File: config.mk
export PLATFORM = sky130hd
export DESIGN_NAME = handheld_interrupt_controller_top
export DESIGN_NICKNAME = d
export VERILOG_FILES = /design/src/hw/rtl/hic_pkg.sv /design/src/hw/rtl/hic_core.sv /design/src/hw/rtl/hic_out_buf.sv /design/src/hw/rtl/handheld_interrupt_controller_top.sv
export SDC_FILE = /design/constraint.sdc
export NUM_CORES = 1
export LEC_CHECK = 0
export BUFFER_PORTS_ARGS = -buffer_cell sky130_fd_sc_hd__buf_2
export CAP_MARGIN = 20
export CORE_ASPECT_RATIO = 0.75
export CORE_MARGIN = 2
export CORE_UTILIZATION = 50
export CTS_CLUSTER_DIAMETER = 200
export CTS_CLUSTER_SIZE = 28
export DETAILED_ROUTE_END_ITERATION = 7
export PLACE_DENSITY = 0.71
export SLEW_MARGIN = 10
export SYNTH_ARGS = -nofsm -noshare
export SYNTH_HDL_FRONTEND = slang
export SYNTH_HIERARCHICAL = 1
export SYNTH_SLANG_ARGS = --single-unit
File: constraint.sdc
create_clock -name clk_i -period 2.6 [get_ports clk_i]
set_input_delay 0.26 -clock clk_i [delete_from_list [all_inputs] [get_ports clk_i]]
set_output_delay 0.26 -clock clk_i [all_outputs]
set_load 0.005 [all_outputs]
File: src/hw/rtl/hic_pkg.sv
`default_nettype none

package hic_pkg;

  localparam int unsigned NumSrc  = 5;
  localparam int unsigned SrcW    = 3;
  localparam int unsigned CmdW    = 3;
  localparam int unsigned ByteW   = 8;
  localparam int unsigned DelayW  = 2;

  localparam logic [ByteW-1:0]  FlagFill   = 8'hE0;
  localparam logic [DelayW-1:0] DelayArmed = 2'd2;
  localparam logic [DelayW-1:0] DelayOne   = 2'd1;
  localparam logic [DelayW-1:0] DelayIdle  = 2'd0;

  typedef enum logic [CmdW-1:0] {
    CmdRaise      = 3'd0,
    CmdMasterOn   = 3'd1,
    CmdMasterOff  = 3'd2,
    CmdCheck      = 3'd3,
    CmdWrFlags    = 3'd4,
    CmdWrEnables  = 3'd5,
    CmdRdFlags    = 3'd6,
    CmdRdEnables  = 3'd7
  } hic_cmd_e;

  typedef struct packed {
    logic             dispatch;
    logic [ByteW-1:0] vector;
    logic             resume;
    logic [ByteW-1:0] read_data;
  } hic_res_t;

  function automatic logic [ByteW-1:0] hic_vector(input logic [SrcW-1:0] idx);
    logic [ByteW-1:0] v;
    case (idx)
      3'd0:    v = 8'h40;
      3'd1:    v = 8'h48;
      3'd2:    v = 8'h50;
      3'd3:    v = 8'h58;
      3'd4:    v = 8'h60;
      default: v = 8'h00;
    endcase
    return v;
  endfunction

endpackage

`default_nettype wire

File: src/hw/rtl/hic_core.sv
`default_nettype none

module hic_core
  import hic_pkg::*;
(
  input  wire logic             clk_i,
  input  wire logic             rst_ni,
  input  wire logic             step_i,
  input  wire logic [CmdW-1:0]  cmd_i,
  input  wire logic [SrcW-1:0]  source_i,
  input  wire logic [ByteW-1:0] write_data_i,
  output hic_res_t              res_o
);

  logic [NumSrc-1:0] flags_q, flags_d;
  logic [NumSrc-1:0] enables_q, enables_d;
  logic              master_q, master_d;
  logic [DelayW-1:0] delay_q, delay_d;

  hic_cmd_e          cmd;
  logic [NumSrc-1:0] flags_mid;
  logic [NumSrc-1:0] live;
  logic              check_en;
  logic              found;
  logic [SrcW-1:0]   pick;
  hic_res_t          res;

  assign cmd = hic_cmd_e'(cmd_i);

  always_comb begin
    flags_d   = flags_q;
    enables_d = enables_q;
    master_d  = master_q;
    delay_d   = delay_q;
    res       = '0;
    flags_mid = flags_q;
    check_en  = 1'b0;

    case (cmd)
      CmdRaise: begin
        if (source_i < SrcW'(NumSrc)) begin
          flags_mid = flags_q | (NumSrc'(1) << source_i);
        end
        check_en = master_q;
      end
      CmdMasterOn: begin
        master_d = 1'b1;
        delay_d  = DelayArmed;
      end
      CmdMasterOff: begin
        master_d = 1'b0;
      end
      CmdCheck: begin
        check_en = 1'b1;
      end
      CmdWrFlags: begin
        flags_mid = write_data_i[NumSrc-1:0];
        if (master_q && (write_data_i != '0)) begin
          delay_d = DelayOne;
        end
      end
      CmdWrEnables: begin
        enables_d = write_data_i[NumSrc-1:0];
      end
      CmdRdFlags: begin
        res.read_data = FlagFill | {{(ByteW-NumSrc){1'b0}}, flags_q};
      end
      CmdRdEnables: begin
        res.read_data = {{(ByteW-NumSrc){1'b0}}, enables_q};
      end
      default: begin
        res = '0;
      end
    endcase

    live    = flags_mid & enables_q;
    flags_d = flags_mid;

    // lowest enabled pending source wins
    found = 1'b0;
    pick  = '0;
    for (int k = 0; k < NumSrc; k++) begin
      if (live[k] && !found) begin
        found = 1'b1;
        pick  = SrcW'(k);
      end
    end

    if (check_en) begin
      if (delay_q == DelayArmed) begin
        delay_d = DelayOne;
      end else begin
        delay_d = DelayIdle;
        if (!master_q) begin
          res.resume = |live;
        end else if (found) begin
          flags_d[pick] = 1'b0;
          res.dispatch  = 1'b1;
          res.vector    = hic_vector(pick);
        end
      end
    end
  end

  always_ff @(posedge clk_i or negedge rst_ni) begin
    if (!rst_ni) begin
      flags_q   <= '0;
      enables_q <= '0;
      master_q  <= 1'b0;
      delay_q   <= DelayIdle;
    end else if (step_i) begin
      flags_q   <= flags_d;
      enables_q <= enables_d;
      master_q  <= master_d;
      delay_q   <= delay_d;
    end
  end

  assign res_o = res;

`ifndef SYNTHESIS
  a_delay_reachable: assert property (@(posedge clk_i) disable iff (!rst_ni)
    delay_q != 2'd3) else $error("enable delay reached an unused value");

  a_dispatch_needs_master: assert property (@(posedge clk_i) disable iff (!rst_ni)
    res.dispatch |-> master_q) else $error("dispatch with master enable off");

  a_dispatch_xor_resume: assert property (@(posedge clk_i) disable iff (!rst_ni)
    !(res.dispatch && res.resume)) else $error("dispatch and resume together");

  a_master_on_arms: assert property (@(posedge clk_i) disable iff (!rst_ni)
    (step_i && cmd == CmdMasterOn) |=> (master_q && delay_q == DelayArmed))
    else $error("master enable did not arm delay");

  a_dispatch_clears: assert property (@(posedge clk_i) disable iff (!rst_ni)
    (step_i && res.dispatch) |=> !flags_q[$past(pick)])
    else $error("dispatched request not cleared");
`endif

endmodule

`default_nettype wire

File: src/hw/rtl/hic_out_buf.sv
`default_nettype none

module hic_out_buf
  import hic_pkg::*;
(
  input  wire logic     clk_i,
  input  wire logic     rst_ni,
  input  wire logic     push_i,
  input  wire hic_res_t res_i,
  output logic          full_o,
  output logic          out_valid_o,
  input  wire logic     out_stall_i,
  output hic_res_t      out_res_o
);

  logic     out_valid_q, out_valid_d;
  logic     skid_valid_q, skid_valid_d;
  hic_res_t out_q, out_d;
  hic_res_t skid_q, skid_d;
  logic     out_free;

  assign out_free = !out_valid_q || !out_stall_i;

  always_comb begin
    out_valid_d  = out_valid_q;
    skid_valid_d = skid_valid_q;
    out_d        = out_q;
    skid_d       = skid_q;
    if (out_free) begin
      if (skid_valid_q) begin
        out_d        = skid_q;
        out_valid_d  = 1'b1;
        skid_d       = res_i;
        skid_valid_d = push_i;
      end else begin
        out_d       = res_i;
        out_valid_d = push_i;
      end
    end else if (push_i) begin
      skid_d       = res_i;
      skid_valid_d = 1'b1;
    end
  end

  always_ff @(posedge clk_i or negedge rst_ni) begin
    if (!rst_ni) begin
      out_valid_q  <= 1'b0;
      skid_valid_q <= 1'b0;
    end else begin
      out_valid_q  <= out_valid_d;
      skid_valid_q <= skid_valid_d;
    end
  end

  always_ff @(posedge clk_i) begin
    out_q  <= out_d;
    skid_q <= skid_d;
  end

  assign full_o      = skid_valid_q;
  assign out_valid_o = out_valid_q;
  assign out_res_o   = out_q;

`ifndef SYNTHESIS
  a_skid_behind_out: assert property (@(posedge clk_i) disable iff (!rst_ni)
    skid_valid_q |-> out_valid_q) else $error("skid holds a beat ahead of output");

  a_no_push_when_full: assert property (@(posedge clk_i) disable iff (!rst_ni)
    skid_valid_q |-> !push_i) else $error("beat pushed into full buffer");

  a_skid_drains: assert property (@(posedge clk_i) disable iff (!rst_ni)
    (skid_valid_q && !out_stall_i) |=> out_valid_q)
    else $error("skid beat lost on drain");
`endif

endmodule

`default_nettype wire

File: src/hw/rtl/handheld_interrupt_controller_top.sv
// channel  dir  handshake                    payload
// in       in   in_valid_i / in_stall_o      cmd_i, source_i, write_data_i
// out      out  out_valid_o / out_stall_i    dispatch_o, vector_o, resume_o, read_data_o
//
// one beat accepted per cycle while in_stall_o is low; its result is registered and offered
// state updates on the accept edge, so back-to-back commands see each other at once
// a two-entry output buffer (output register plus skid) decouples the two sides
// in_stall_o rises only while both entries hold beats; it comes from a register
// reset clears flags, enables, master enable, delay and both buffer entries
`default_nettype none

module handheld_interrupt_controller_top
  import hic_pkg::*;
(
  input  wire logic             clk_i,
  input  wire logic             rst_ni,
  input  wire logic             in_valid_i,
  output logic                  in_stall_o,
  input  wire logic [CmdW-1:0]  cmd_i,
  input  wire logic [SrcW-1:0]  source_i,
  input  wire logic [ByteW-1:0] write_data_i,
  output logic                  out_valid_o,
  input  wire logic             out_stall_i,
  output logic                  dispatch_o,
  output logic [ByteW-1:0]      vector_o,
  output logic                  resume_o,
  output logic [ByteW-1:0]      read_data_o
);

  logic     accept;
  logic     full;
  hic_res_t res;
  hic_res_t out_res;

  assign in_stall_o = full;
  assign accept     = in_valid_i && !full;

  hic_core u_core (
    .clk_i        (clk_i),
    .rst_ni       (rst_ni),
    .step_i       (accept),
    .cmd_i        (cmd_i),
    .source_i     (source_i),
    .write_data_i (write_data_i),
    .res_o        (res)
  );

  hic_out_buf u_out_buf (
    .clk_i       (clk_i),
    .rst_ni      (rst_ni),
    .push_i      (accept),
    .res_i       (res),
    .full_o      (full),
    .out_valid_o (out_valid_o),
    .out_stall_i (out_stall_i),
    .out_res_o   (out_res)
  );

  assign dispatch_o  = out_res.dispatch;
  assign vector_o    = out_res.vector;
  assign resume_o    = out_res.resume;
  assign read_data_o = out_res.read_data;

endmodule

`default_nettype wire
==> impl_metrics.yaml <==
logic_synthesis:
  synth.largest_area_cell: "edfxtp_1"
  synthTopCellsByArea: "edfxtp_1 (43%), dfrtp_1 (15%), mux2_4 (10%), mux2_2 (3.1%), nor2_1 (2.5%)"
  yosysTopAreaCellShare_pct: 42.6
  synth_cell_type_count: 45
  netlist_instances: 191
  async_reset_ff_share_pct: 29.4
  ys_seq_elements: 51
  ys.flop_type: "edfxtp_1"
  syn_area_per_cell_um2: 13.3
  synth_area_um2: 2540
  ys_warn_count: 6
  ys_seq_area_share_pct: 57.4
  synth_edf_count: 36
timing:
  maxSlewViolCount: 0
  setup_tns_ns: 0
  rsz0062_at_grt: "no"
  fin_crit_ns: 2.02
  fmax_mhz: 495
  min_period_over_period_pct: 77.7
  final-setup-viol-count: 0
  timing_hold_violations_final: 0
  fin_skew_ns: 0.0103
clock_network:
  clock_tree.htree_level_count: 2
  clock_latency_ns: 0.30
  ctsLongestPathBuffers: 2
  clkSinkCount: 51
  root_buffer: "clkbuf_8"
  cts_tree: "done"
  cts_resized: 0
  path_clk_slew_ns: 0.09
  cts_made_buffers: 5
routing:
  vias: 1613
  avgRoutedWirePerCell_um: 16.1
  avgViaCountPerCell: 5.60
  ant_nets: 0
  drc: 0
  drt-total-wl_um: 4640
  first_pass_iters: 4
  drt_iter0_markers: 125
job:
  maxCapViolCount: 0
global_routing:
  overflow: 0
  antenna_found_initial: 0
  grt_max_degree: 23
  grt_pass1_wl_um: 7560
  grt_usage_pct: 17.4
  grt_pass1_vias: 1559
critical_path:
  crit_path_start_kind: "flop"
  arrival_ns: 2.07
  required_ns: 2.65
  max_stage_delay_ns: 0.41
  criticalPathCategory: "reg2reg"
  cp-end-kind: "flop"
  path_buf_inv: 0
  worstPathMaxFanout: 4
  cp_top_family: "simple AND/OR/NAND/NOR gates"
  path_cells: "or2_2 > o2111a_2 > a31oi_4 > and3_1 > nor4_1 > mux2_4"
  cp_slowest_cell: "dfrtp_1"
floorplanning:
  die_w_um: 86.2
  start_util_pct: 51.8
  fp.dieH_um: 65.7
  die-area_um2: 5660
  io-pin-count: 38
  core-area_um2: 4900
  rows: 22
layout:
  antenna_cells: 0
  layout_common_cells: "buf_2 (37), edfxtp_1 (36), nor2_1 (17), mux2_4 (17), dfrtp_1 (15)"
  area.growth.synth_to_final_pct: 12.2
  final_common_cell: "buf_2"
  drive_gt1_share_pct: 33.3
  nets: 245
power_and_ir_drop:
  combPwrFrac_pct: 27.4
  p_sw_mw: 0.725
  power.density_nw_per_um2: 876
  finalPower_mw: 2.49
  p_int_mw: 1.77
  sw_frac_of_total_pct: 29.1
  clockPowerShare_pct: 21.9
  power.leakage_nw: 1.19
  ir_drop_mv: 0.345
  p_seq_share_pct: 50.6
outcome:
  status: "finished clean"
min_path:
  hp-class: "in2reg"
placement:
  dpl.hpwl_um: 3360
  port_buffers: 37
  gp_congestion: 0.860
## cell usage after synthesis (2+ instances only)
library cell	instances
and2_1	2
a31oi_1	6
mux2_4	17
o21ai_0	7
inv_1	9
edfxtp_1	36
buf_2	4
a22oi_1	2
buf_4	7
nand4_1	2
o22ai_1	2
nand2_1	6
nor4_1	4
dfrtp_1	15
o21a_1	2
nand3_1	2
nor3b_1	2
mux2_2	7
or2_2	2
buf_6	2
nor2b_1	2
a21oi_1	3
o311a_1	2
or4b_1	4
nand2b_1	2
nor2_1	17
o21bai_1	3
mux2i_1	5
## flip-flops by register name, summed over array words and instances, names as in the netlist
signal                 cells
u_core/master_q            1
u_out_buf/skid_q          18
u_out_buf/full_o           1
u_core/delay_q             2
u_core/flags_q             5
u_out_buf/out_res_o       18
u_out_buf/out_valid_o      1
u_core/enables_q           5
## path summary, 6_finish.rpt
| check | startpoint | to | slack [ns] | depth (start not counted) |
|---|---|---|---|---|
| hold / removal | write_data_i[0] | u_core/enables_q[0]$_DFFE_PN0P_ | 0.22 | 2 |
| setup / recovery | u_core/flags_q[2]$_DFFE_PN0P_ | u_out_buf/out_res_o[8]$_DFFE_PP_ | 0.58 | 6 |
| min in group asynchronous | rst_ni | u_out_buf/out_valid_o$_DFFE_PN0P_ | 0.39 | 2 |
| hold reg to reg | u_core/delay_q[0]$_DFFE_PN0P_ | u_core/delay_q[0]$_DFFE_PN0P_ | 0.50 | 1 |
| max in group asynchronous | rst_ni | u_core/flags_q[1]$_DFFE_PN0P_ | 1.93 | 2 |
| setup reg to reg | u_core/flags_q[2]$_DFFE_PN0P_ | u_out_buf/out_res_o[8]$_DFFE_PP_ | 0.58 | 6 |
## cells by family (layout without fill, tap and decap cells)
kind of cell           Yosys count  after routing  synth area share [%]
AND/OR/NAND/NOR                 49             49                  10.8
AO/OA/AOI/OAI                   37             37                  11.0
buffers and inverters           23             57                  5.23
other                            1              4                 0.148
flip-flops                      51             51                  57.4
multiplexers                    29             29                  15.1
XOR/XNOR                         1              1                 0.345
## per-layer routing
layer	part of all wire, %	vias to the layer above	track usage, %
li1	-	776	-
met1	48	783	23.9
met2	46	52	28.3
met3	5.6	2	4.52
met4	0.17	0	3.52
met5	0	-	0
## timing repair
| item | CTS | global route |
|---|---|---|
| hold buffers | 1 | 0 |
| buffers inserted | 0 | 0 |
| hold endpoints to repair | 15 | 0 |
## layout make-up
type                       count  area (um2)
sequential                    51        1460
multi-input combinational    120         958
inverter                       9        33.8
clock inverter                 3        42.5
tap                           60        75.1
timing repair buffer          40         210
fill                         415        2050
clock buffer                   5        68.8
## per-stage QoR
step	hold slack, ns	setup WS (ns)	instance area, um2	utilization, %	std cells
final	0.222	0.580	2850	58.1	288
after detailed placement	0.198	0.353	2720	55.6	279
after global routing	0.203	0.512	2850	58.1	288
after floorplan	-0.0356	0.574	2550	-	194
after CTS	0.210	0.580	2850	58.1	288
after global placement	0.192	0.401	2720	55.6	279
## power groups by stage
stage               Combinational, mW  Clock [mW]  Sequential [mW]
finish                          0.683       0.547             1.26
global route                    0.741       0.600             1.29
CTS                             0.684       0.562             1.26
detailed placement              0.681           0             1.28
global placement                0.669           0             1.27
floorplan                       0.496           0             1.26
Power figures use the tool's default switching activity.
